**src/ggvc_pkg.sv**
```systemverilog
// Package: widths, constants, types and the arctangent table of the controller.
package ggvc_pkg;

  // Number formats
  localparam int FRAC_BITS     = 12;
  localparam int CORDIC_STAGES = 16;
  localparam int GUARD_BITS    = 8;

  // Field widths
  localparam int POS_W  = 16;
  localparam int HD_W   = 15;
  localparam int SPD_W  = 16;
  localparam int TURN_W = 15;
  localparam int CFG_W  = 16;
  localparam int IDX_W  = 8;

  // Stream packing
  localparam int IN_DATA_W  = ((2 * POS_W + HD_W + 7) / 8) * 8;
  localparam int OUT_DATA_W = ((SPD_W + TURN_W + 7) / 8) * 8;

  // CORDIC datapath: offset is POS_W+1 signed, guard bits, plus gain headroom
  localparam int XY_W     = POS_W + 1 + GUARD_BITS + 3;
  localparam int Z_W      = 34;
  localparam int STAGE_W  = 5;
  localparam logic [Z_W-1:0] PI_Q30 = Z_W'(64'd3373259426);

  // Gain correction 1/K in Q24
  localparam int INVK_W = 24;
  localparam logic [INVK_W-1:0] INVK_Q24 = INVK_W'(10188014);
  localparam int PROD_W = (XY_W - 1) + INVK_W;
  localparam int DIST_SHIFT = 24 + GUARD_BITS;
  localparam int DIST_W = PROD_W - DIST_SHIFT;

  // Bearing and error
  localparam int BEAR_SHIFT = 30 - FRAC_BITS;
  localparam int BEAR_W     = Z_W - BEAR_SHIFT;
  localparam int ERR_W      = BEAR_W + 1;
  localparam int TURN_MAX   = (1 << TURN_W) - 1;

  // Thresholds 0.1 and 0.2, rounded
  localparam int NEAR_THR = ((1 << FRAC_BITS) + 5) / 10;
  localparam int TURN_THR = ((2 << FRAC_BITS) + 5) / 10;

  // Speed product
  localparam int SPROD_W = CFG_W + DIST_W;
  localparam int SPEED_W = SPROD_W - FRAC_BITS;

  // Register indexes
  typedef enum logic [IDX_W-1:0] {
    REG_TARGET_X    = 8'd0,
    REG_TARGET_Y    = 8'd1,
    REG_GAIN        = 8'd2,
    REG_SPEED_LIMIT = 8'd3
  } ggvc_reg_t;

  localparam logic [CFG_W-1:0] CFG_RESET = CFG_W'(4096);

  // Vector and angle carried along the cell chain
  typedef struct packed {
    logic signed [XY_W-1:0] x;
    logic signed [XY_W-1:0] y;
    logic signed [Z_W-1:0]  z;
    logic signed [HD_W-1:0] hd;
  } ggvc_rot_t;

  // atan(2^-i) in Q30
  function automatic logic [Z_W-1:0] atan_q30(input logic [STAGE_W-1:0] i);
    logic [Z_W-1:0] a;
    case (i)
      5'd0:  a = 34'd843314857;
      5'd1:  a = 34'd497837829;
      5'd2:  a = 34'd263043837;
      5'd3:  a = 34'd133525159;
      5'd4:  a = 34'd67021687;
      5'd5:  a = 34'd33543516;
      5'd6:  a = 34'd16775851;
      5'd7:  a = 34'd8388437;
      5'd8:  a = 34'd4194283;
      5'd9:  a = 34'd2097149;
      5'd10: a = 34'd1048575;
      5'd11: a = 34'd524288;
      5'd12: a = 34'd262144;
      5'd13: a = 34'd131072;
      5'd14: a = 34'd65536;
      5'd15: a = 34'd32768;
      5'd16: a = 34'd16384;
      5'd17: a = 34'd8192;
      5'd18: a = 34'd4096;
      5'd19: a = 34'd2048;
      5'd20: a = 34'd1024;
      5'd21: a = 34'd512;
      5'd22: a = 34'd256;
      5'd23: a = 34'd128;
      default: a = '0;
    endcase
    return a;
  endfunction

endpackage

```
**src/ggvc_cell.sv**
```systemverilog
// One CORDIC vectoring micro-rotation, registered.
module ggvc_cell (
  input  logic                                 clk,
  input  logic                                 rst,
  input  logic                                 en,
  input  logic [ggvc_pkg::STAGE_W-1:0]         stage,
  input  logic                                 in_valid,
  input  ggvc_pkg::ggvc_rot_t                  in_rot,
  output logic                                 out_valid,
  output ggvc_pkg::ggvc_rot_t                  out_rot
);

  logic signed [ggvc_pkg::XY_W-1:0] xs;
  logic signed [ggvc_pkg::XY_W-1:0] ys;
  logic signed [ggvc_pkg::Z_W-1:0]  ang;
  ggvc_pkg::ggvc_rot_t              rot_next;

  // Rotate towards y = 0; zero y counts as the upper half
  always_comb begin
    xs  = in_rot.x >>> stage;
    ys  = in_rot.y >>> stage;
    ang = $signed(ggvc_pkg::atan_q30(stage));
    rot_next.hd = in_rot.hd;
    if (!in_rot.y[ggvc_pkg::XY_W-1]) begin
      rot_next.x = in_rot.x + ys;
      rot_next.y = in_rot.y - xs;
      rot_next.z = in_rot.z + ang;
    end else begin
      rot_next.x = in_rot.x - ys;
      rot_next.y = in_rot.y + xs;
      rot_next.z = in_rot.z - ang;
    end
  end

  always_ff @(posedge clk) begin
    if (rst) begin
      out_valid <= 1'b0;
    end else if (en) begin
      out_valid <= in_valid;
    end
  end

  always_ff @(posedge clk) begin
    if (en) begin
      out_rot <= rot_next;
    end
  end

endmodule

```
**config.mk**
```make
export PLATFORM = sky130hd
export DESIGN_NAME = ggvc_cell
export DESIGN_NICKNAME = d
export VERILOG_FILES = /design/src/ggvc_pkg.sv /design/src/ggvc_cell.sv
export SDC_FILE = /design/constraint.sdc
export NUM_CORES = 1
export LEC_CHECK = 0
export ABC_AREA = 1
export BUFFER_PORTS_ARGS = -buffer_cell sky130_fd_sc_hd__buf_2
export CORE_MARGIN = 2
export CORE_UTILIZATION = 64
export DETAILED_ROUTE_END_ITERATION = 16
export HOLD_SLACK_MARGIN = 0.12
export MAX_ROUTING_LAYER = met4
export PLACE_DENSITY = 0.9
export SLEW_MARGIN = 20
export SYNTH_ARGS = -nofsm -noshare
export SYNTH_HDL_FRONTEND = slang
export SYNTH_SLANG_ARGS = --single-unit
```
**constraint.sdc**
```tcl
create_clock -name clk -period 12.81 [get_ports clk]
set_input_delay 2.562 -clock clk [delete_from_list [all_inputs] [get_ports clk]]
set_output_delay 2.562 -clock clk [all_outputs]
set_load 0.02 [all_outputs]
```
==> out/qor.yml <==
status:
  status: "finished clean"
grt:
  grt_first_pass_wirelength_um: 69800
  grt_pass1_vias: 14079
  sum_of_overflow_across_all_layers_after_global_routing: 0
  globalRouteTotalUtil_pct: 40.2
  grt_max_degree: 67
  grt_antenna_before_repair: 0
setup_path:
  critical_path.cell_chain: "buf_2, buf_4, inv_1, nor2_1, nand2_1, nand3_1, nand3_1, nand2_1, inv_1, ha_1, o21ai_0, ha_1, nand3_1, nand2_1, a21oi_1, o21ai_0, a21boi_0, o21ai_0, nand2_1, nand2_1, a21oi_1, xnor2_1"
  cp_data_required_time_ns: 12.94
  critPathLaunch: "stage[1]"
  critical_path_class: "in2reg"
  maximum_fanout_encountered_on_the_critical_timing_path: 51
  critical_path_depth: 22
  worstPathBufferInverterCount: 4
  setup.worst_path.end_class: "register"
  worst_path_largest_cell_delay_ns: 0.61
  r2r_start: "out_valid$_SDFFE_PP0P_"
  crit_path_frequent_cell: "nand2_1"
  top_cell_family_by_delay_on_the_critical_path: "compound AO/OA/AOI/OAI gates"
  critPathLaunchType: "input port"
  timing.critical_path.arrival_ns: 8.10
  worst_r2r_endpoint: "out_valid$_SDFFE_PP0P_"
  r2r_slack_ns: 12.20
  cp-endpoint: "out_rot[102]$_DFFE_PP_"
  critical-path-slowest-cell: "nor2_1"
  worstRegToRegCells: 2
synthesis:
  yosysWarnings: 0
  syn_area_per_cell_um2: 6.53
  synth-seq-cells: 106
  async_flop_share_pct: 0
  netlist_instances: 2080
  ys_types: 55
  number_of_synthesized_flops_with_an_enable_pin: 105
  netlist_area_um2: 13600
  syn_nets: 2295
  ys_seq_area_share_pct: 23.4
  ys_dominant_reg_cell: "edfxtp_1"
clock_network:
  cts_max_path_buffers: 2
  tritoncts: "yes"
  cts_post_setup_buffers_inserted: 0
  clk_latency_ns: 0.38
  cts_hold_buf: 0
  clk_pin_slew_ns: 0.09
  cts.htree.levels: 3
  cts_repair_resize_count: 0
  cts-buffers-inserted: 9
  clock-sinks: 106
  cts-root-buf: "clkbuf_16"
timing:
  maxSlewViolCount: 0
  setup_viol: 0
  period_share_pct: 62.2
  final.setup.tns_ns: 0
  timing.max_slew.rel_slack_pct: 25.6
  clock_skew_ns: 0
  hold_violations: 0
  worst_slew_pin_slew_ns: 1.11
  max_freq_ghz: 0.126
  rsz0062_at_grt: "no"
  final_period_minus_worst_setup_slack_ns: 7.96
worst_hold_path:
  hold_depth: 2
  min-delay-path-class: "reg2reg"
cells_and_area:
  syn2layout_area_growth_pct: 10.1
  layout.nets: 2462
  final_layout_size_suffix_gt1_share_pct: 13.5
  final_core_util_pct: 71.4
  antennaDiodeCount: 0
floorplanning:
  die_height_um: 150
  num_rows: 53
  fp.coreArea_um2: 21000
  die_width_um: 150
  fp.dieArea_um2: 22400
  start_util_pct: 64.8
  ioPinCount: 220
route:
  drt_wl_total_um: 44900
  avgRoutedWirePerCell_um: 17.8
  dr.first_iter.drc_count: 1767
  drc: 0
  postRouteAntennaNets: 0
  first_pass_iters: 6
  avgViaCountPerCell: 6.09
  total_number_of_vias: 15386
power:
  power_density_nw_per_um2: 119
  sequentialPowerShare_pct: 29.2
  clockPowerShare_pct: 17.1
  irDropWorstVdd_uv: 102
  power.static_leakage_nw: 7.53
  comb_power_share_pct: 53.8
  switching_share_pct: 46.3
  power_switching_mw: 0.822
  internal_power_mw: 0.954
placed_design:
  port_buffers: 219
  gpl.final_weighted_congestion: 0.994
  dp_hpwl_um: 35400
run:
  maxCapViolations: 0
layout make-up:
type                       count  area [um2]
clock buffer                   9         225
tap                          275         344
sequential                   106        3170
multi-input combinational   1723        9290
timing repair buffer         225        1140
fill                        1857        6000
clock inverter                 7        88.8
inverter                     182         688
worst min path at each step:
stage,startpoint,slack (ns),endpoint
final,out_valid$_SDFFE_PP0P_,0.54,out_valid$_SDFFE_PP0P_
after global routing,out_valid$_SDFFE_PP0P_,0.58,out_valid$_SDFFE_PP0P_
after CTS,out_valid$_SDFFE_PP0P_,0.54,out_valid$_SDFFE_PP0P_
after detailed placement,out_valid$_SDFFE_PP0P_,0.52,out_valid$_SDFFE_PP0P_
after global placement,out_valid$_SDFFE_PP0P_,0.47,out_valid$_SDFFE_PP0P_
after floorplan,out_valid$_SDFFE_PP0P_,0.58,out_valid$_SDFFE_PP0P_
synthesized netlist by cell type, types with 2 or more instances:
library cell  number  area (um2)
buf_4              7        52.6
o211ai_1           8        60.1
o21a_1            12        90.1
a31oi_1           12        75.1
buf_6             11         124
edfxtp_1         105        3150
nand3b_1           7        52.6
o221ai_1           3        26.3
nand2_2           14        87.6
a21oi_2            2        17.5
nand3_1          304        1520
a21o_1             2        15.0
nor2_2            17         106
a21boi_0           6        45.0
inv_1            174         653
o21ai_0           82         410
nor2_4             7        78.8
nor2_1           155         582
nand2_1          647        2430
fa_1               3        60.1
o21ai_2            2        17.5
inv_2              6        22.5
buf_1              4        15.0
nand4_1           21         131
nor3_1            12        60.1
nor4_1             8        50.1
clkbuf_1          17        63.8
o211ai_2           3        37.5
a21oi_1          132         661
nand3_2            2        20.0
o21ai_1            7        35.0
a2111oi_0          2        17.5
nand2_4            3        33.8
xor2_1            87         762
o21bai_1           2        15.0
ha_1              98        1230
xnor2_1           50         438
buf_2             28         140
inv_4              2        12.5
worst min-delay path, cell delays in order, from the launching register on:
cell	delay, ns
dfxtp_1	0.33
mux2i_1	0.07
nor2_1	0.10
power by group through the flow:
| stage | clock network (mW) | registers [mW] | logic (mW) |
|---|---|---|---|
| after floorplan | 0 | 0.637 | 0.560 |
| after global placement | 0 | 0.522 | 0.903 |
| after detailed placement | 0 | 0.527 | 0.929 |
| after CTS | 0.300 | 0.520 | 0.935 |
| after global routing | 0.311 | 0.526 | 1.04 |
| final | 0.303 | 0.518 | 0.955 |
logic make-up after synthesis:
group	after synthesis	share of synthesized area, %
AOI/OAI and AO/OA	284	11.9
muxes	1	0.0737
and+or+nand+nor	1200	38.1
adders and majority gates	101	9.47
DFF	106	23.4
buffers and inverters	251	8.23
xor gates and xnor gates	137	8.83
cell usage in the layout (no fill, tap or decap), types with 3 or more instances in the layout:
cell / netlist / final
nor2_4: 7 / 7
nand2_1: 647 / 647
o211ai_2: 3 / 3
o221ai_1: 3 / 3
a31oi_1: 12 / 12
o211ai_1: 8 / 8
edfxtp_1: 105 / 105
nor4_1: 8 / 8
xor2_1: 87 / 87
ha_1: 98 / 98
xnor2_1: 50 / 50
nand4_1: 21 / 21
nor2_2: 17 / 17
nand3_1: 304 / 304
nor2_1: 155 / 155
buf_4: 7 / 7
inv_2: 6 / 6
nand3b_1: 7 / 7
fa_1: 3 / 3
inv_1: 174 / 174
a21oi_1: 132 / 132
o21ai_1: 7 / 7
o21ai_0: 82 / 82
clkbuf_16: 0 / 9
nor3_1: 12 / 12
buf_2: 28 / 218
clkinv_8: 0 / 3
nand2_4: 3 / 3
o21a_1: 12 / 12
a21boi_0: 6 / 6
nand2_2: 14 / 14
sequential cells by signal, indices dropped and copies added (netlist names):
| name | count |
|---|---|
| out_valid | 1 |
| out_rot | 105 |
per-stage QoR:
stage / power, mW / hold slack (ns) / setup slack [ns] / std cells / area, um2
final: 1.78 / 0.536 / 4.85 / 2527 / 15000
after global routing: 1.88 / 0.584 / 4.55 / 2527 / 15000
after detailed placement: 1.46 / 0.525 / 4.73 / 2511 / 14600
after global placement: 1.43 / 0.466 / 4.81 / 2511 / 14600
after floorplan: 1.20 / 0.579 / 6.65 / 2080 / 13600
after CTS: 1.75 / 0.545 / 5.07 / 2527 / 15000
layer usage:
layer	vias up	share of wire (%)	global-route usage [%]	wire, um
met2	921	47	64.5	20900
li1	7313	-	-	-
met1	6984	39	50.2	17600
met4	0	5.2	20.3	2320
met5	-	0	-	0
met3	168	9.1	4.94	4100
No activity file was read; power rests on OpenSTA's default activity.
