$ cat src/ggvc_pkg.sv
// Package: widths, constants, types and the arctangent table of the controller.
package ggvc_pkg;

  // Number formats
  localparam int FRAC_BITS     = 12;
  localparam int CORDIC_STAGES = 16;
  localparam int GUARD_BITS    = 8;

  // Field widths
  localparam int POS_W  = 16;
  localparam int HD_W   = 15;
  localparam int SPD_W  = 16;
  localparam int TURN_W = 15;
  localparam int CFG_W  = 16;
  localparam int IDX_W  = 8;

  // Stream packing
  localparam int IN_DATA_W  = ((2 * POS_W + HD_W + 7) / 8) * 8;
  localparam int OUT_DATA_W = ((SPD_W + TURN_W + 7) / 8) * 8;

  // CORDIC datapath: offset is POS_W+1 signed, guard bits, plus gain headroom
  localparam int XY_W     = POS_W + 1 + GUARD_BITS + 3;
  localparam int Z_W      = 34;
  localparam int STAGE_W  = 5;
  localparam logic [Z_W-1:0] PI_Q30 = Z_W'(64'd3373259426);

  // Gain correction 1/K in Q24
  localparam int INVK_W = 24;
  localparam logic [INVK_W-1:0] INVK_Q24 = INVK_W'(10188014);
  localparam int PROD_W = (XY_W - 1) + INVK_W;
  localparam int DIST_SHIFT = 24 + GUARD_BITS;
  localparam int DIST_W = PROD_W - DIST_SHIFT;

  // Bearing and error
  localparam int BEAR_SHIFT = 30 - FRAC_BITS;
  localparam int BEAR_W     = Z_W - BEAR_SHIFT;
  localparam int ERR_W      = BEAR_W + 1;
  localparam int TURN_MAX   = (1 << TURN_W) - 1;

  // Thresholds 0.1 and 0.2, rounded
  localparam int NEAR_THR = ((1 << FRAC_BITS) + 5) / 10;
  localparam int TURN_THR = ((2 << FRAC_BITS) + 5) / 10;

  // Speed product
  localparam int SPROD_W = CFG_W + DIST_W;
  localparam int SPEED_W = SPROD_W - FRAC_BITS;

  // Register indexes
  typedef enum logic [IDX_W-1:0] {
    REG_TARGET_X    = 8'd0,
    REG_TARGET_Y    = 8'd1,
    REG_GAIN        = 8'd2,
    REG_SPEED_LIMIT = 8'd3
  } ggvc_reg_t;

  localparam logic [CFG_W-1:0] CFG_RESET = CFG_W'(4096);

  // Vector and angle carried along the cell chain
  typedef struct packed {
    logic signed [XY_W-1:0] x;
    logic signed [XY_W-1:0] y;
    logic signed [Z_W-1:0]  z;
    logic signed [HD_W-1:0] hd;
  } ggvc_rot_t;

  // atan(2^-i) in Q30
  function automatic logic [Z_W-1:0] atan_q30(input logic [STAGE_W-1:0] i);
    logic [Z_W-1:0] a;
    case (i)
      5'd0:  a = 34'd843314857;
      5'd1:  a = 34'd497837829;
      5'd2:  a = 34'd263043837;
      5'd3:  a = 34'd133525159;
      5'd4:  a = 34'd67021687;
      5'd5:  a = 34'd33543516;
      5'd6:  a = 34'd16775851;
      5'd7:  a = 34'd8388437;
      5'd8:  a = 34'd4194283;
      5'd9:  a = 34'd2097149;
      5'd10: a = 34'd1048575;
      5'd11: a = 34'd524288;
      5'd12: a = 34'd262144;
      5'd13: a = 34'd131072;
      5'd14: a = 34'd65536;
      5'd15: a = 34'd32768;
      5'd16: a = 34'd16384;
      5'd17: a = 34'd8192;
      5'd18: a = 34'd4096;
      5'd19: a = 34'd2048;
      5'd20: a = 34'd1024;
      5'd21: a = 34'd512;
      5'd22: a = 34'd256;
      5'd23: a = 34'd128;
      default: a = '0;
    endcase
    return a;
  endfunction

endpackage

$ cat src/ggvc_post.sv
// Exit stages: gain correction, bearing error, thresholds and speed command.
module ggvc_post (
  input  logic                                 clk,
  input  logic                                 rst,
  input  logic                                 en,
  input  logic                                 in_valid,
  input  ggvc_pkg::ggvc_rot_t                  in_rot,
  input  logic [ggvc_pkg::CFG_W-1:0]           gain,
  input  logic [ggvc_pkg::CFG_W-1:0]           speed_limit,
  output logic                                 out_valid,
  output logic [ggvc_pkg::SPD_W-1:0]           out_speed,
  output logic [ggvc_pkg::TURN_W-1:0]          out_turn
);

  // First stage: scaled magnitude and absolute bearing error
  logic [ggvc_pkg::XY_W-2:0]          xmag;
  logic signed [ggvc_pkg::BEAR_W-1:0] bearing;
  logic signed [ggvc_pkg::ERR_W-1:0]  err;
  logic [ggvc_pkg::ERR_W-1:0]         err_abs;

  logic                               v1;
  logic [ggvc_pkg::PROD_W-1:0]        prod1;
  logic [ggvc_pkg::ERR_W-1:0]         err1;

  always_comb begin
    xmag    = in_rot.x[ggvc_pkg::XY_W-1] ? '0 : in_rot.x[ggvc_pkg::XY_W-2:0];
    bearing = ggvc_pkg::BEAR_W'(in_rot.z >>> ggvc_pkg::BEAR_SHIFT);
    err     = ggvc_pkg::ERR_W'(bearing) - ggvc_pkg::ERR_W'(in_rot.hd);
    err_abs = err[ggvc_pkg::ERR_W-1] ? ggvc_pkg::ERR_W'(-err) : ggvc_pkg::ERR_W'(err);
  end

  always_ff @(posedge clk) begin
    if (rst) begin
      v1 <= 1'b0;
    end else if (en) begin
      v1 <= in_valid;
    end
  end

  always_ff @(posedge clk) begin
    if (en) begin
      prod1 <= ggvc_pkg::PROD_W'(xmag) * ggvc_pkg::PROD_W'(ggvc_pkg::INVK_Q24);
      err1  <= err_abs;
    end
  end

  // Second stage: distance, decisions and gain product
  logic [ggvc_pkg::DIST_W-1:0]        goal_range;
  logic                               v2;
  logic                               far2;
  logic                               turning2;
  logic [ggvc_pkg::TURN_W-1:0]        turn2;
  logic [ggvc_pkg::SPROD_W-1:0]       sprod2;

  assign goal_range = prod1[ggvc_pkg::PROD_W-1:ggvc_pkg::DIST_SHIFT];

  always_ff @(posedge clk) begin
    if (rst) begin
      v2 <= 1'b0;
    end else if (en) begin
      v2 <= v1;
    end
  end

  always_ff @(posedge clk) begin
    if (en) begin
      far2     <= goal_range > ggvc_pkg::DIST_W'(ggvc_pkg::NEAR_THR);
      turning2 <= err1 > ggvc_pkg::ERR_W'(ggvc_pkg::TURN_THR);
      turn2    <= (err1 > ggvc_pkg::ERR_W'(ggvc_pkg::TURN_MAX))
                  ? ggvc_pkg::TURN_W'(ggvc_pkg::TURN_MAX)
                  : err1[ggvc_pkg::TURN_W-1:0];
      sprod2   <= ggvc_pkg::SPROD_W'(gain) * ggvc_pkg::SPROD_W'(goal_range);
    end
  end

  // Command select: stop at the goal, turn in place, or drive forward
  logic [ggvc_pkg::SPEED_W-1:0] speed;

  always_comb begin
    speed = sprod2[ggvc_pkg::SPROD_W-1:ggvc_pkg::FRAC_BITS];
    if (speed > ggvc_pkg::SPEED_W'(speed_limit)) begin
      speed = ggvc_pkg::SPEED_W'(speed_limit);
    end
    out_valid = v2;
    out_speed = '0;
    out_turn  = '0;
    if (far2) begin
      if (turning2) begin
        out_turn = turn2;
      end else begin
        out_speed = speed[ggvc_pkg::SPD_W-1:0];
      end
    end
  end

endmodule

$ cat config.mk
export PLATFORM = sky130hd
export DESIGN_NAME = ggvc_post
export DESIGN_NICKNAME = d
export VERILOG_FILES = /design/src/ggvc_pkg.sv /design/src/ggvc_post.sv
export SDC_FILE = /design/constraint.sdc
export NUM_CORES = 2
export LEC_CHECK = 0
export BUFFER_PORTS_ARGS = -buffer_cell sky130_fd_sc_hd__buf_2
export CAP_MARGIN = 25
export CORE_UTILIZATION = 42
export DETAILED_ROUTE_END_ITERATION = 10
export PLACE_DENSITY = 0.72
export SYNTH_ARGS = -nofsm -noshare
export SYNTH_HDL_FRONTEND = slang
export SYNTH_SLANG_ARGS = --single-unit
$ cat constraint.sdc
create_clock -name clk -period 7.3 [get_ports clk]
set_input_delay 0.365 -clock clk [delete_from_list [all_inputs] [get_ports clk]]
set_output_delay 0.365 -clock clk [all_outputs]
set_load 0.005 [all_outputs]
==> key figures <==
Drt
  – Post-route DRC violation count: 0
  – Drt pass-1 iters: 5
  – Drt first-iter violations: 985
  – Final wirelength: 63.7 mm
  – Via count: 19,444
  – Routed Antenna Nets: 0
  – Vias per inst: 5.00
  – Routed wire per std cell: 16.4 um

Finish
  – Final Instance Count excl. Fillers: 3,885
  – Fillers: 5,909
  – Area growth, synth to finish: 7.90%
  – Final Core Density: 45.9%
  – Final net count: 4,044
  – ANT cells: 0
  – Layout cell share with drive strength beyond 1: 7.73%

STA
  – RSZ-0062 raised after global routing: no
  – Final WS setup: 432 ps
  – Final TNS setup: 0 ps
  – Final setup fails: 0
  – Worst slew pin tran: 999 ps
  – Clk_skew: 15.2 ps
  – Final hold vios: 0
  – Fin crit share: 94.1%
  – F_max: 0.146 GHz
  – Max-slew violations: 0
  – Tmin final: 6870 ps
  – Max-slew headroom: 33.4%

Yosys
  – Post-synth ARST share: 0%
  – Post-synth top area cell: fa_1
  – Post-synth top area share: 37.6%
  – Count leader, synth: inv_1
  – Seq/Total Area, Yosys: 8.64%
  – Post-Synthesis Cells: 2,931
  – Synth Register Bits: 78
  – Mapped cell area: 0.0269 mm^2
  – Synth top area cells: fa_1, ha_1, inv_1
  – Number of library cell types mapped by synthesis: 72
  – Most used DFF post-synth: edfxtp_1
  – Commonest cells post-synth: inv_1, fa_1, ha_1
  – Syn_nets: 3,941
  – Avg Inst Size Synth: 9.17 um^2
  – Post-synth EDFFs: 76
  – YS warnings: 0

Global route
  – Global route overflow: 0
  – Initial antenna violation count: 2
  – First-pass GRT wire length: 103 mm
  – Largest net degree at the start of global routing: 79
  – GRT Total Usage: 20.1%
  – Vias in the first global route: 20,288

Critical path
  – Worst r2r path cells: 22
  – Slowest cell on the critical path: fa_1
  – Most used cell, CP: fa_1
  – Reg2Reg Launch Point: prod1[37]$_DFFE_PP_
  – CP bufs+invs: 6
  – Endpoint class of the critical path: flip-flop
  – Top delay family on crit path: adder cells
  – Required time of the critical path: 7380 ps
  – Worst R2R Setup Slack: 440 ps
  – CP Depth: 23
  – Arrival time worst endpoint: 6950 ps
  – Startpoint types: input port
  – Max Fanout on Critical Path: 13
  – Critical path's largest stage delay: 560 ps
  – Worst-path cell chain: buf_2 > nand2b_1 > inv_1 > ha_1 > fa_1 > inv_1 > fa_1 > inv_1 > fa_1 > fa_1 > fa_1 > inv_1 > fa_1 > inv_1 > ha_1 > nand4_1 > nor4_1 > o211ai_1 > nand4_1 > nand2_1 > o21ai_0 > a21oi_1 > xnor2_1
  – WS Path Type: input port to flip-flop
  – Reg-to-Reg End: sprod2[31]$_DFFE_PP_

Floorplan
  – Core Area: 0.0632 mm^2
  – Site Rows: 92
  – Die Width: 255 um
  – DIE AREA: 0.0650 mm^2
  – Die Y: 255 um
  – Starting Density: 42.5%
  – Io pins: 173

Placement
  – Dpl ws: 167 ps
  – DP Cell Count: 3,869
  – IO Port Bufs: 126
  – GPL Wtd Cong: 0.921
  – HPWL after detailed placement: 54.8 mm

Clock network
  – CTS tree: built
  – Clk buf depth: 2
  – Inserted Clock Buffers: 9
  – Setup bufs post-CTS: 0
  – Clock-pin slew on the worst setup and hold paths: 70 ps
  – CTS Hold Bufs: 0
  – Worst skew pair latency: 350 ps
  – CTS Root Cell: clkbuf_16
  – CTS resizes: 0
  – Clock sink count: 78
  – CTS HTree Levels: 3

Flow run
  – MaxCap Viol Count: 0

Hold path
  – WHS Endpoint: v1$_SDFFE_PP0P_
  – WHS Path Cells: 2
  – Worst hold path type: input port to flip-flop
  – Hold path startpoint: rst

Run status
  – Outcome: finished, final reports clean
==> metal layers <==
| layer | share of wire (%) | track usage (%) | vias to the layer above | routed length [um] |
|---|---|---|---|---|
| li1 | - | - | 9138 | - |
| met4 | 2.4 | 5.51 | 0 | 1550 |
| met5 | 0 | 0 | - | 0 |
| met3 | 6.0 | 2.20 | 88 | 3790 |
| met1 | 44 | 27.4 | 9637 | 28000 |
| met2 | 48 | 34.0 | 581 | 30300 |
==> worst reg2reg max path, cell delays in order, from the launching register on <==
cell and delay [ps]:
edfxtp_1 770, nand2_1 160, fa_1 500, inv_1 50, fa_1 490, inv_1 50, fa_1 530, inv_1 50
fa_1 480, inv_1 60, fa_1 500, inv_1 60, fa_1 450, ha_1 390, nand2_1 70, a211oi_1 170
nand3_1 270, a211oi_1 580, nor3_1 100, buf_4 180, o21ai_0 410, a31oi_1 170, xnor2_1 150
==> per-stage QoR <==
stage               cell area, um^2  hold WS [ps]
floorplan                     26900           437
global placement              28700           478
detailed placement            28700           483
CTS                           29000           169
global route                  29000           184
finish                        29000           175
==> layout by cell type, fill, tap and decap left out, types with 4 or more instances in the layout <==
master,netlist,final
a211oi_1,8,8
a21o_1,50,50
a21oi_1,84,84
a31oi_1,5,5
and2_1,126,126
and3_1,22,22
and4_1,8,8
buf_2,1,125
buf_4,1,66
clkbuf_16,0,9
edfxtp_1,76,76
fa_1,505,505
ha_1,364,364
inv_1,768,768
mux2i_1,20,20
nand2_1,258,258
nand2b_1,26,26
nand3_1,18,18
nand4_1,14,14
nor2_1,114,114
nor2b_1,43,43
nor3_1,11,11
nor3b_1,6,6
nor4_1,6,6
o2111ai_1,7,7
o211ai_1,9,9
o21a_1,5,5
o21ai_0,42,42
o221ai_1,4,4
o311ai_0,4,4
o31ai_1,4,4
or2_2,8,8
or3_1,22,22
xnor2_1,104,104
xor2_1,41,41
==> final cells by class <==
type | instances | area, um^2 | share of cell area [%]
well taps | 846 | 1060 | 3.65
inverters | 768 | 2880 | 9.94
clock inverters | 7 | 65.1 | 0.224
flip-flops and latches | 78 | 2320 | 8.01
repair buffers | 194 | 1170 | 4.04
multi-input cells | 1983 | 21300 | 73.4
clock buffers | 9 | 225 | 0.776
==> how the worst max path moves through the flow <==
stage	from	end	slack, ps
floorplan	in_rot[104]	prod1[47]$_DFFE_PP_	260
global placement	in_rot[104]	prod1[45]$_DFFE_PP_	340
detailed placement	in_rot[104]	prod1[45]$_DFFE_PP_	170
CTS	prod1[37]$_DFFE_PP_	sprod2[31]$_DFFE_PP_	510
global route	prod1[37]$_DFFE_PP_	sprod2[32]$_DFFE_PP_	110
finish	in_rot[104]	prod1[45]$_DFFE_PP_	430
==> registers in the layout, summed over array words and instances (netlist names) <==
register and cells:
prod1 19, out_valid 1, turning2 1, far2 1, v1 1, err1 17
sprod2 23, turn2 15
==> logic make-up (layout without fill, tap and decap cells) <==
| family | after synthesis | count (layout) | share of synthesized area, % |
|---|---|---|---|
| multiplexers | 21 | 21 | 0.787 |
| AND/OR/NAND/NOR | 692 | 692 | 12.7 |
| flip-flops | 78 | 78 | 8.64 |
| XOR/XNOR | 145 | 145 | 4.72 |
| AO/OA/AOI/OAI | 255 | 255 | 6.33 |
| buffers and inverters | 870 | 978 | 12.2 |
| adder cells (fa/ha/maj) | 870 | 870 | 54.6 |
Power is left out: the tool's default activity adds up to more than one toggle a clock period on the data nets, which glitch-free logic cannot reach.
