**src/ggvc_pkg.sv**
```systemverilog
// Package: widths, constants, types and the arctangent table of the controller.
package ggvc_pkg;

  // Number formats
  localparam int FRAC_BITS     = 12;
  localparam int CORDIC_STAGES = 16;
  localparam int GUARD_BITS    = 8;

  // Field widths
  localparam int POS_W  = 16;
  localparam int HD_W   = 15;
  localparam int SPD_W  = 16;
  localparam int TURN_W = 15;
  localparam int CFG_W  = 16;
  localparam int IDX_W  = 8;

  // Stream packing
  localparam int IN_DATA_W  = ((2 * POS_W + HD_W + 7) / 8) * 8;
  localparam int OUT_DATA_W = ((SPD_W + TURN_W + 7) / 8) * 8;

  // CORDIC datapath: offset is POS_W+1 signed, guard bits, plus gain headroom
  localparam int XY_W     = POS_W + 1 + GUARD_BITS + 3;
  localparam int Z_W      = 34;
  localparam int STAGE_W  = 5;
  localparam logic [Z_W-1:0] PI_Q30 = Z_W'(64'd3373259426);

  // Gain correction 1/K in Q24
  localparam int INVK_W = 24;
  localparam logic [INVK_W-1:0] INVK_Q24 = INVK_W'(10188014);
  localparam int PROD_W = (XY_W - 1) + INVK_W;
  localparam int DIST_SHIFT = 24 + GUARD_BITS;
  localparam int DIST_W = PROD_W - DIST_SHIFT;

  // Bearing and error
  localparam int BEAR_SHIFT = 30 - FRAC_BITS;
  localparam int BEAR_W     = Z_W - BEAR_SHIFT;
  localparam int ERR_W      = BEAR_W + 1;
  localparam int TURN_MAX   = (1 << TURN_W) - 1;

  // Thresholds 0.1 and 0.2, rounded
  localparam int NEAR_THR = ((1 << FRAC_BITS) + 5) / 10;
  localparam int TURN_THR = ((2 << FRAC_BITS) + 5) / 10;

  // Speed product
  localparam int SPROD_W = CFG_W + DIST_W;
  localparam int SPEED_W = SPROD_W - FRAC_BITS;

  // Register indexes
  typedef enum logic [IDX_W-1:0] {
    REG_TARGET_X    = 8'd0,
    REG_TARGET_Y    = 8'd1,
    REG_GAIN        = 8'd2,
    REG_SPEED_LIMIT = 8'd3
  } ggvc_reg_t;

  localparam logic [CFG_W-1:0] CFG_RESET = CFG_W'(4096);

  // Vector and angle carried along the cell chain
  typedef struct packed {
    logic signed [XY_W-1:0] x;
    logic signed [XY_W-1:0] y;
    logic signed [Z_W-1:0]  z;
    logic signed [HD_W-1:0] hd;
  } ggvc_rot_t;

  // atan(2^-i) in Q30
  function automatic logic [Z_W-1:0] atan_q30(input logic [STAGE_W-1:0] i);
    logic [Z_W-1:0] a;
    case (i)
      5'd0:  a = 34'd843314857;
      5'd1:  a = 34'd497837829;
      5'd2:  a = 34'd263043837;
      5'd3:  a = 34'd133525159;
      5'd4:  a = 34'd67021687;
      5'd5:  a = 34'd33543516;
      5'd6:  a = 34'd16775851;
      5'd7:  a = 34'd8388437;
      5'd8:  a = 34'd4194283;
      5'd9:  a = 34'd2097149;
      5'd10: a = 34'd1048575;
      5'd11: a = 34'd524288;
      5'd12: a = 34'd262144;
      5'd13: a = 34'd131072;
      5'd14: a = 34'd65536;
      5'd15: a = 34'd32768;
      5'd16: a = 34'd16384;
      5'd17: a = 34'd8192;
      5'd18: a = 34'd4096;
      5'd19: a = 34'd2048;
      5'd20: a = 34'd1024;
      5'd21: a = 34'd512;
      5'd22: a = 34'd256;
      5'd23: a = 34'd128;
      default: a = '0;
    endcase
    return a;
  endfunction

endpackage

```
**src/ggvc_pre.sv**
```systemverilog
// Entry stage: goal offset with guard bits and the half-plane pre-rotation.
module ggvc_pre (
  input  logic                                  clk,
  input  logic                                  rst,
  input  logic                                  en,
  input  logic                                  in_valid,
  input  logic [ggvc_pkg::POS_W-1:0]            pos_x,
  input  logic [ggvc_pkg::POS_W-1:0]            pos_y,
  input  logic signed [ggvc_pkg::HD_W-1:0]      heading,
  input  logic [ggvc_pkg::CFG_W-1:0]            goal_x,
  input  logic [ggvc_pkg::CFG_W-1:0]            goal_y,
  output logic                                  out_valid,
  output ggvc_pkg::ggvc_rot_t                   out_rot
);

  logic signed [ggvc_pkg::POS_W:0]   dx;
  logic signed [ggvc_pkg::POS_W:0]   dy;
  logic signed [ggvc_pkg::XY_W-1:0]  gx;
  logic signed [ggvc_pkg::XY_W-1:0]  gy;
  ggvc_pkg::ggvc_rot_t               rot_next;

  // Offsets, then fold the left half-plane over with a start angle of +/-pi
  always_comb begin
    dx = $signed({1'b0, goal_x}) - $signed({1'b0, pos_x});
    dy = $signed({1'b0, goal_y}) - $signed({1'b0, pos_y});
    gx = ggvc_pkg::XY_W'(dx) <<< ggvc_pkg::GUARD_BITS;
    gy = ggvc_pkg::XY_W'(dy) <<< ggvc_pkg::GUARD_BITS;
    rot_next.hd = heading;
    if (dx[ggvc_pkg::POS_W]) begin
      rot_next.x = -gx;
      rot_next.y = -gy;
      rot_next.z = dy[ggvc_pkg::POS_W] ? -$signed(ggvc_pkg::PI_Q30)
                                        : $signed(ggvc_pkg::PI_Q30);
    end else begin
      rot_next.x = gx;
      rot_next.y = gy;
      rot_next.z = '0;
    end
  end

  always_ff @(posedge clk) begin
    if (rst) begin
      out_valid <= 1'b0;
    end else if (en) begin
      out_valid <= in_valid;
    end
  end

  always_ff @(posedge clk) begin
    if (en) begin
      out_rot <= rot_next;
    end
  end

endmodule

```
**config.mk**
```make
export PLATFORM = sky130hd
export DESIGN_NAME = ggvc_pre
export DESIGN_NICKNAME = d
export VERILOG_FILES = /design/src/ggvc_pkg.sv /design/src/ggvc_pre.sv
export SDC_FILE = /design/constraint.sdc
export NUM_CORES = 1
export LEC_CHECK = 0
export BUFFER_PORTS_ARGS = -buffer_cell sky130_fd_sc_hd__buf_4
export CAP_MARGIN = 20
export CORE_MARGIN = 4
export CORE_UTILIZATION = 47
export CTS_CLUSTER_SIZE = 28
export DETAILED_ROUTE_END_ITERATION = 7
export PLACE_DENSITY_LB_ADDON = 0.08
export SLEW_MARGIN = 0
export SYNTH_ARGS = -nofsm -noshare
export SYNTH_HDL_FRONTEND = slang
export SYNTH_SLANG_ARGS = --single-unit
```
**constraint.sdc**
```tcl
create_clock -name clk -period 3.3 [get_ports clk]
set_input_delay 0.33 -clock clk [delete_from_list [all_inputs] [get_ports clk]]
set_output_delay 0.33 -clock clk [all_outputs]
set_load 0.02 [all_outputs]
```
==> flow_metrics.env, run 1 <==
export IMPL_wl_per_cell_um=13.94
export IMPL_hold_viol=0
export IMPL_pwr_share_clk=0.258
export IMPL_cp_top_family="compound AO/OA/AOI/OAI gates"
export IMPL_swShare=0.3386
export IMPL_ys_seq_area_frac=0.3710
export IMPL_synthSimpleGateAreaFrac=0.1207
export IMPL_crit_slowest_cell="fa_1"
export IMPL_grt_pass1_wl_mm=16.34
export IMPL_critPathMaxStageDelay_ns=0.44
export IMPL_use_met3=0.04716
export IMPL_clk_latency_ns=0.32
export IMPL_syn_area_mm2=0.004748
export IMPL_syn_area_per_cell_um2=10.04
export IMPL_yosysWarnings=0
export IMPL_design_power_total_mw=3.068
export IMPL_grt_met1_usage=0.2064
export IMPL_die_area_mm2=0.01177
export IMPL_post_cts_resized=0
export IMPL_drive_gt1_frac=0.3429
export IMPL_port_buffers=171
export IMPL_end_kind="flip-flop"
export IMPL_clock_sinks=59
export IMPL_core_area_mm2=0.009819
export IMPL_synth_edff_count=58
export IMPL_worst_path_buf_inv=1
export IMPL_synth_compound_area_frac=0.1826
export IMPL_p_switching_mw=1.039
export IMPL_max_cap_violations=0
export IMPL_finalSetupTns_ns=0
export IMPL_top_usage_layer="met2"
export IMPL_slew_headroom=0.4876
export IMPL_grt_start_max_net_pins=60
export IMPL_area_growth_pct=29.28
export IMPL_synth_top_family_by_area="compound AO/OA/AOI/OAI gates"
export IMPL_overflow=0
export IMPL_maxSlewViolCount=0
export IMPL_post_cts_repair_setup_buffers=0
export IMPL_cts_max_path_buffers=2
export IMPL_fp_dieH_um=108.5
export IMPL_tightest_slew_ns=0.7686
export IMPL_antenna_cells=0
export IMPL_min_period_ns=2.833
export IMPL_start_util=0.4836
export IMPL_antenna_found_initial=0
export IMPL_final_util=0.6251
export IMPL_std_cell_rows=36
export IMPL_first_pass_iters=6
export IMPL_p_comb_frac=0.402
export IMPL_holdBufCountCts=0
export IMPL_worstPathArrival_ns=2.91
export IMPL_syn_inst=473
export IMPL_rsz0062_at_grt="no"
export IMPL_grt_usage=0.1732
export IMPL_routabilityCongestion=0.8084
export IMPL_cp_max_fo=4
export IMPL_fmax_mhz=353.0
export IMPL_worstHoldPathType="in -> reg"
export IMPL_ys_flop_type="edfxtp_1"
export IMPL_num_io_pins=189
export IMPL_clkTransAtPathRegs_ns=0.07
export IMPL_cts_htree_levels=3
export IMPL_muxShareOfSynthArea=0.006851
export IMPL_run_status="finished, final reports clean"
export IMPL_drc=0
export IMPL_synth_adder_area_share=0.1007
export IMPL_power_leakage_nw=2.822
export IMPL_p_per_area_mw_per_mm2=499.7
export IMPL_placed_cell_area_mm2=0.005899
export IMPL_route_vias_total=3791
export IMPL_fin_skew_ns=0
export IMPL_ant_nets=0
export IMPL_routed_wl_mm=10.59
export IMPL_grt_pass1_vias=3602
export IMPL_avgViaCountPerCell=4.988
export IMPL_hpwl_mm=8.550
export IMPL_setup_viol=0
export IMPL_grt_use_met2=0.3089
export IMPL_cp_required_ns=3.38
export IMPL_final_area_mm2=0.006138
export IMPL_period_share=0.8585
export IMPL_cts_root_buf="clkbuf_8"
export IMPL_p_int_mw=2.029
export IMPL_final_fill_count=836
export IMPL_pwr_share_seq=0.340
export IMPL_drtIter0Drc=115
export IMPL_cts_inserted_buffers=9
export IMPL_synth_async_reset_ratio=0
export IMPL_die_w_um=108.5
export IMPL_critical_path_cell_chain="buf_4 > ha_1 > fa_1 > nor2b_4 > o31ai_4 > a2bb2oi_2 > a311oi_2 > xnor2_1 > a2111oi_4 > a31oi_1 > mux2_2"
export IMPL_cts_tree="built"
export IMPL_synth_xor_area_share=0.09354
export IMPL_cp_start_kind="primary input"
export IMPL_layout_nets=742
export IMPL_crit_type="in -> reg"
export IMPL_peakVddDrop_uv=371.3
export IMPL_synth_seq_cells=59
export IMPL_ys_types=77
sequential cells by signal, indices dropped and copies added, names as in the netlist:
| signal | count |
|---|---|
| out_valid | 1 |
| out_rot | 58 |
power by group through the flow:
stage,clock network [mW],registers (mW),logic (mW)
3_5_place_dp,0,1.06,1.24
5_1_grt,0.851,1.06,1.34
6_report,0.791,1.04,1.23
3_3_place_gp,0,1.06,1.22
2_1_floorplan,0,1.20,0.706
4_1_cts,0.813,1.05,1.24
placed cells by master, fill, tap and decap left out, types with 4 or more instances in the layout:
cell / instances
nor2_1: 36
o21a_1: 4
edfxtp_1: 58
xnor2_1: 30
clkbuf_8: 9
conb_1: 20
inv_1: 49
ha_1: 35
o21ai_0: 14
nor2b_1: 7
buf_4: 175
o21bai_1: 4
a21oi_1: 28
a31oi_1: 7
nand2_1: 27
a21o_1: 8
xor2_1: 17
nand3_1: 6
Yosys cell counts, types with 2 or more instances:
master     instances  share of area
fa_1               2         0.0084
mux2_2             2         0.0047
o41ai_1            2         0.0037
edfxtp_1          58           0.37
inv_1             49          0.039
a31oi_1            7         0.0092
and3_1             3         0.0040
xnor2_2            2         0.0069
buf_4             48          0.076
xnor2_1           30          0.055
o21ai_0           14          0.015
nand2_1           27          0.021
nand3_1            6         0.0063
a21oi_1           28          0.030
o2111ai_1          3         0.0055
o211a_1            2         0.0042
and2_1             2         0.0026
o21a_1             4         0.0063
clkbuf_1           5         0.0040
a2111oi_4          2          0.012
a21bo_2            2         0.0042
nand3b_1           3         0.0047
o41ai_4            2          0.012
o21ai_2            2         0.0037
nor3_1             3         0.0032
nor3b_1            2         0.0032
nand4bb_1          2         0.0047
nand2b_1           2         0.0026
nor2_1            36          0.028
o31ai_1            2         0.0032
a21boi_0           2         0.0032
nand4_1            3         0.0040
xor2_1            17          0.031
a21o_1             8          0.013
nor2b_1            7         0.0092
o21bai_1           4         0.0063
ha_1              35          0.092
o21ai_1            2         0.0021
buf_2              2         0.0021
a211oi_1           3         0.0047
nor2b_4            2         0.0058
per-stage QoR:
stage                     hold WS [ns]  instances  setup WS [ns]
after detailed placement        0.4966        744         0.1373
after global routing            0.1296        760         0.3212
after floorplan                 0.4024        492         0.4894
after CTS                       0.1451        760         0.4823
final                           0.1567        760         0.4669
after global placement          0.4876        744         0.2069
final cells by class:
class / instances / area, um2 / share of cell area
repair buffers: 175 / 1314 / 0.2140
clock inverters: 7 / 115.1 / 0.01875
flip-flops and latches: 59 / 1762 / 0.2870
clock buffers: 9 / 123.9 / 0.02018
multi-input cells: 327 / 2470 / 0.4024
inverters: 50 / 187.7 / 0.03057
well taps: 133 / 166.4 / 0.02711
per-layer routing:
metal | wire (um) | up-vias
met5 | 0 | -
met3 | 855 | 13
met4 | 136 | 0
met2 | 5269 | 142
li1 | - | 1919
met1 | 4332 | 1717
cell families (layout without fill, tap and decap cells):
kind of cell,count (synthesis),in the layout
adders and majority gates,37,37
xor gates and xnor gates,49,49
DFF,59,59
buffers and inverters,106,241
other,1,20
AOI/OAI and AO/OA,110,110
and+or+nand+nor,108,108
muxes,3,3
path summary, 6_finish.rpt:
check	end	start	depth (start not counted)	slack, ns
setup / recovery	out_rot[75]	pos_y[0]	11	0.47
hold / removal	out_valid	rst	2	0.16
setup reg to reg	out_valid	out_valid	2	2.70
hold reg to reg	out_valid	out_valid	2	0.52
worst reg2reg max path: stages, from the launching register on:
cell and delay (ns):
dfxtp_1 0.31, mux2i_1 0.13, nor2_1 0.06
Note: power is estimated with default switching activity, not from simulation.
==> run 2: changes to the inputs <==
- CORE_ASPECT_RATIO: not set -> 1.75
==> run 2 against run 1 <==
  * Clock-buffer cell count increased by 3
  * Register-to-register slack about the same
  * Clock power increased by 18%
  * First-iteration DRC count up 45%
  * Sequential share of layout area shrank 0.29 points
  * Die area increased by 0.54%
  * Critical path type unchanged
  * Highest routed layer unchanged
==> flow_metrics.env, run 2 (synthesis results as in run 1) <==
export IMPL_run_status="finished, final reports clean"
export IMPL_hold_viol=0
export IMPL_post_cts_repair_setup_buffers=0
export IMPL_cp_num_cells=11
export IMPL_core_area_mm2=0.009849
export IMPL_fmax_mhz=352.9
export IMPL_grt_pass1_wl_mm=17.88
export IMPL_period_share=0.8587
export IMPL_fin_skew_ns=0
export IMPL_clk_latency_ns=0.32
export IMPL_num_io_pins=189
export IMPL_die_area_mm2=0.01184
export IMPL_final_util=0.6296
export IMPL_route_vias_total=3845
export IMPL_final_common_cell="buf_4"
export IMPL_ant_nets=0
export IMPL_p_per_area_mw_per_mm2=519.7
export IMPL_finalSetupTns_ns=0
export IMPL_tightest_slew_ns=0.7591
export IMPL_std_cell_rows=48
export IMPL_cts_root_buf="clkbuf_16"
export IMPL_reg_top3="out_rot: 58 flops, out_valid: 1 flops"
export IMPL_die_w_um=83.98
export IMPL_hpwl_mm=9.262
export IMPL_peakVddDrop_uv=293.8
export IMPL_post_cts_resized=0
export IMPL_avgViaCountPerCell=5.120
export IMPL_drc=0
export IMPL_max_cap_violations=0
export IMPL_critical_path_cell_chain="buf_4 > ha_1 > fa_1 > nor2b_4 > o31ai_4 > a2bb2oi_2 > xnor2_1 > and4bb_1 > nor4bb_1 > a31oi_1 > mux2_2"
export IMPL_cts_htree_levels=3
export IMPL_setup_viol=0
export IMPL_grt_start_max_net_pins=60
export IMPL_cp_start_kind="primary input"
export IMPL_largest_register_ffs=58
export IMPL_worst_path_buf_inv=1
export IMPL_layout_nets=741
export IMPL_wl_per_cell_um=15.02
export IMPL_holdBufCountCts=0
export IMPL_clkTransAtPathRegs_ns=0.05
export IMPL_maxSlewViolCount=0
export IMPL_hold_depth=2
export IMPL_place_inst=735
export IMPL_cts_inserted_buffers=9
export IMPL_grt_usage=0.1867
export IMPL_start_util=0.4821
export IMPL_fp_dieH_um=141.0
export IMPL_min_period_ns=2.834
export IMPL_drtIter0Drc=167
export IMPL_cts_tree="built"
export IMPL_first_pass_iters=4
export IMPL_critPathMaxStageDelay_ns=0.44
export IMPL_antenna_found_initial=0
export IMPL_cp_required_ns=3.37
export IMPL_overflow=0
export IMPL_top_register="out_rot"
export IMPL_final_area_mm2=0.006201
export IMPL_port_buffers=171
export IMPL_slew_headroom=0.4939
export IMPL_routabilityCongestion=0.8380
export IMPL_worstPathArrival_ns=2.91
export IMPL_crit_slowest_cell="fa_1"
export IMPL_end_kind="flip-flop"
export IMPL_design_power_total_mw=3.223
export IMPL_cts_max_path_buffers=2
export IMPL_grt_pass1_vias=3882
export IMPL_cp_top_family="simple AND/OR/NAND/NOR gates"
export IMPL_cp_max_fo=6
export IMPL_rsz0062_at_grt="no"
export IMPL_area_growth_pct=30.59
export IMPL_final_cells=751
export IMPL_drive_gt1_frac=0.3419
export IMPL_clock_sinks=59
export IMPL_mostFrequentLayoutCells="buf_4, edfxtp_1, inv_1"
export IMPL_final_fill_count=864
export IMPL_antenna_cells=0
export IMPL_routed_wl_mm=11.28
export IMPL_reg2reg_depth=2
export IMPL_crit_type="in -> reg"
export IMPL_power_leakage_nw=2.848
export IMPL_placed_cell_area_mm2=0.005894
export IMPL_worstHoldPathType="in -> reg"
==> run 2: cell types whose count changed in the layout (fill, tap and decap cells not counted), sizes merged <==
cell / change
clkinv: -1
bufinv: -2
clkinvlp: +1
buf: -1
clkbuf: +3
inv: -1
==> run 2: power breakdown <==
group	total (mW)	switching, mW	internal (mW)
clock network	0.935	0.311	0.623
logic	1.25	0.708	0.540
registers	1.04	0.0487	0.992
total	3.22	1.07	2.15
==> run 2: routing by layer <==
metal / share of wire / vias to the layer above / track usage / routed length [um]
met1: 0.33 / 1792 / 0.1721 / 3757
li1: - / 1917 / - / -
met5: 0 / - / 0 / 0
met3: 0.048 / 22 / 0.03977 / 543
met2: 0.59 / 114 / 0.3743 / 6631
met4: 0.031 / 0 / 0.09068 / 348
==> run 2: worst reg2reg max path: cells and delay by family (launching register included) <==
kind          cells  cell delay [ns]
simple gates      1             0.06
mux               1             0.12
flops             1             0.31
==> run 2: path summary, 6_finish.rpt <==
path | to | start | slack, ns
worst max-delay path | out_rot[75] | pos_y[0] | 0.47
worst min-delay path | out_valid | rst | 0.16
worst max register to register | out_valid | out_valid | 2.70
worst min register to register | out_valid | out_valid | 0.52
==> run 2: metrics by stage <==
| stage | hold WS, ns | setup slack [ns] |
|---|---|---|
| 2_1_floorplan | 0.4024 | 0.4894 |
| 3_3_place_gp | 0.4771 | 0.1883 |
| 3_5_place_dp | 0.4939 | 0.1244 |
| 4_1_cts | 0.1495 | 0.4703 |
| 5_1_grt | 0.1573 | 0.3271 |
| 6_report | 0.1621 | 0.4664 |
==> run 2: cell type report <==
cell class	count	area [um2]	area share
flip-flops and latches	59	1762	0.2841
inverters	50	187.7	0.03027
clock buffers	12	256.5	0.04136
multi-input cells	327	2470	0.3983
clock inverters	4	50.05	0.008071
repair buffers	174	1319	0.2127
well taps	125	156.4	0.02522
==> run 3: changes to the inputs <==
==> constraint.sdc (replaced) <==
create_clock -name clk -period 3.4 [get_ports clk]
set_input_delay 0.17 -clock clk [delete_from_list [all_inputs] [get_ports clk]]
set_output_delay 0.17 -clock clk [all_outputs]
set_load 0.02 [all_outputs]
==> run 3 against run 2 <==
  * Wire length grew 0.78%
  * Power shrank 1.5%
  * Core utilization grew 0.11 points
  * Final area grew 0.18%
  * First-iteration DRC count shrank 5.4%
  * Sequential cell count is the same
  * Worst hold slack lost 0.14 ns
  * Worst setup slack gained 0.28 ns
  * Critical path type unchanged
==> flow_metrics.env, run 3 (synthesis results as in run 1) <==
export IMPL_run_status="finished, final reports clean"
export IMPL_overflow=0
export IMPL_grt_pass1_wl_mm=17.97
export IMPL_route_vias_total=3869
export IMPL_power_leakage_nw=2.859
export IMPL_cts_htree_levels=3
export IMPL_cts_max_path_buffers=2
export IMPL_hold_viol=0
export IMPL_port_buffers=171
export IMPL_post_cts_repair_setup_buffers=0
export IMPL_slew_headroom=0.4531
export IMPL_cts_inserted_buffers=9
export IMPL_area_growth_pct=30.83
export IMPL_finalSetupTns_ns=0
export IMPL_cp_max_fo=4
export IMPL_worstHoldPathType="in -> reg"
export IMPL_final_common_cell="buf_4"
export IMPL_antenna_cells=0
export IMPL_min_period_ns=2.657
export IMPL_cts_tree="built"
export IMPL_max_cap_violations=0
export IMPL_final_util=0.6307
export IMPL_post_place_ws_ns=0.3989
export IMPL_crit_slowest_cell="fa_1"
export IMPL_tightest_slew_ns=0.8076
export IMPL_end_kind="flip-flop"
export IMPL_wl_per_cell_um=15.12
export IMPL_core_area_mm2=0.009849
export IMPL_grt_pass1_vias=3939
export IMPL_routabilityCongestion=0.8545
export IMPL_cp_start_kind="primary input"
export IMPL_clk_latency_ns=0.32
export IMPL_p_per_area_mw_per_mm2=511.0
export IMPL_critical_path_cell_chain="buf_4 > ha_1 > fa_1 > nor2b_4 > o31ai_4 > a2bb2oi_2 > a311oi_2 > xnor2_1 > a2111oi_4 > a31oi_1 > mux2_2"
export IMPL_die_area_mm2=0.01184
export IMPL_critPathMaxStageDelay_ns=0.43
export IMPL_std_cell_rows=48
export IMPL_rsz0062_at_grt="no"
export IMPL_drtIter0Drc=158
export IMPL_avgViaCountPerCell=5.145
export IMPL_place_inst=735
export IMPL_start_util=0.4821
export IMPL_setup_ws_ns=0.7430
export IMPL_mostFrequentLayoutCells="buf_4, edfxtp_1, inv_1"
export IMPL_design_power_total_mw=3.174
export IMPL_period_share=0.7815
export IMPL_routed_wl_mm=11.37
export IMPL_setup_viol=0
export IMPL_cp_required_ns=3.47
export IMPL_post_cts_resized=0
export IMPL_fin_skew_ns=0
export IMPL_layout_nets=742
export IMPL_ff2ff_setup_slack_ns=2.81
export IMPL_crit_type="in -> reg"
export IMPL_drc=0
export IMPL_top_register="out_rot"
export IMPL_clkTransAtPathRegs_ns=0.05
export IMPL_num_io_pins=189
export IMPL_final_cells=752
export IMPL_antenna_found_initial=0
export IMPL_grt_usage=0.1881
export IMPL_largest_register_ffs=58
export IMPL_fmax_mhz=376.4
export IMPL_hpwl_mm=9.322
export IMPL_peakVddDrop_uv=273.4
export IMPL_clock_sinks=59
export IMPL_maxSlewViolCount=0
export IMPL_first_pass_iters=4
export IMPL_reg_top3="out_rot: 58 flops, out_valid: 1 flops"
export IMPL_grt_start_max_net_pins=60
export IMPL_ant_nets=0
export IMPL_die_w_um=83.98
export IMPL_cts_root_buf="clkbuf_16"
export IMPL_drive_gt1_frac=0.3413
export IMPL_worstPathArrival_ns=2.72
export IMPL_fp_dieH_um=141.0
export IMPL_holdBufCountCts=1
==> run 3: cell types whose count changed in the layout (fill, tap and decap cells not counted) <==
| cell | change |
|---|---|
| clkbuf_8 | -1 |
| bufinv_16 | +1 |
| clkinv_2 | +1 |
| buf_12 | -1 |
| buf_4 | +1 |
| clkinvlp_4 | -1 |
| dlygate4sd3_1 | +1 |
==> run 3: routing by layer <==
metal | vias to the layer above | global-route usage | share of wire
met4 | 0 | 0.09915 | 0.030
met5 | - | 0 | 0
met3 | 22 | 0.02924 | 0.042
li1 | 1916 | - | -
met2 | 117 | 0.3877 | 0.60
met1 | 1814 | 0.1674 | 0.33
==> run 3: path summary, 6_finish.rpt <==
kind	from	end	depth (start not counted)
max	pos_y[0]	out_rot[75]	11
min	heading[1]	out_rot[1]	1
max reg2reg	out_valid	out_valid	2
min reg2reg	out_valid	out_valid	2
==> run 3: worst max-delay path: cells and delay by family <==
family                   cells  cell delay, ns
buffers and inverters        1            0.12
AO/OA/AOI/OAI                5            1.10
adder cells (fa/ha/maj)      2            0.63
XOR/XNOR                     1            0.25
multiplexers                 1            0.29
AND/OR/NAND/NOR              1            0.17
==> run 3: report_power, final <==
group          switching, mW  internal [mW]  total, mW  leakage [nW]
clock network          0.296          0.657      0.953         0.156
logic                  0.687          0.521       1.21          2.13
registers             0.0500          0.963       1.01         0.575
total                   1.03           2.14       3.17          2.86
==> run 3: metrics by stage <==
stage	cell area (um2)	hold slack, ns
floorplan	4820	0.2424
global placement	5882	0.3273
detailed placement	5882	0.3344
CTS	6212	0.008963
global route	6212	0.006793
finish	6212	0.02317
==> run 3: area by class of cell <==
type / instances / area (um2)
clock buffer: 11 / 242.7
clock inverter: 5 / 77.57
fill: 867 / 3637
inverter: 50 / 187.7
multi-input combinational: 327 / 2470
sequential: 59 / 1762
tap: 125 / 156.4
timing repair buffer: 175 / 1316
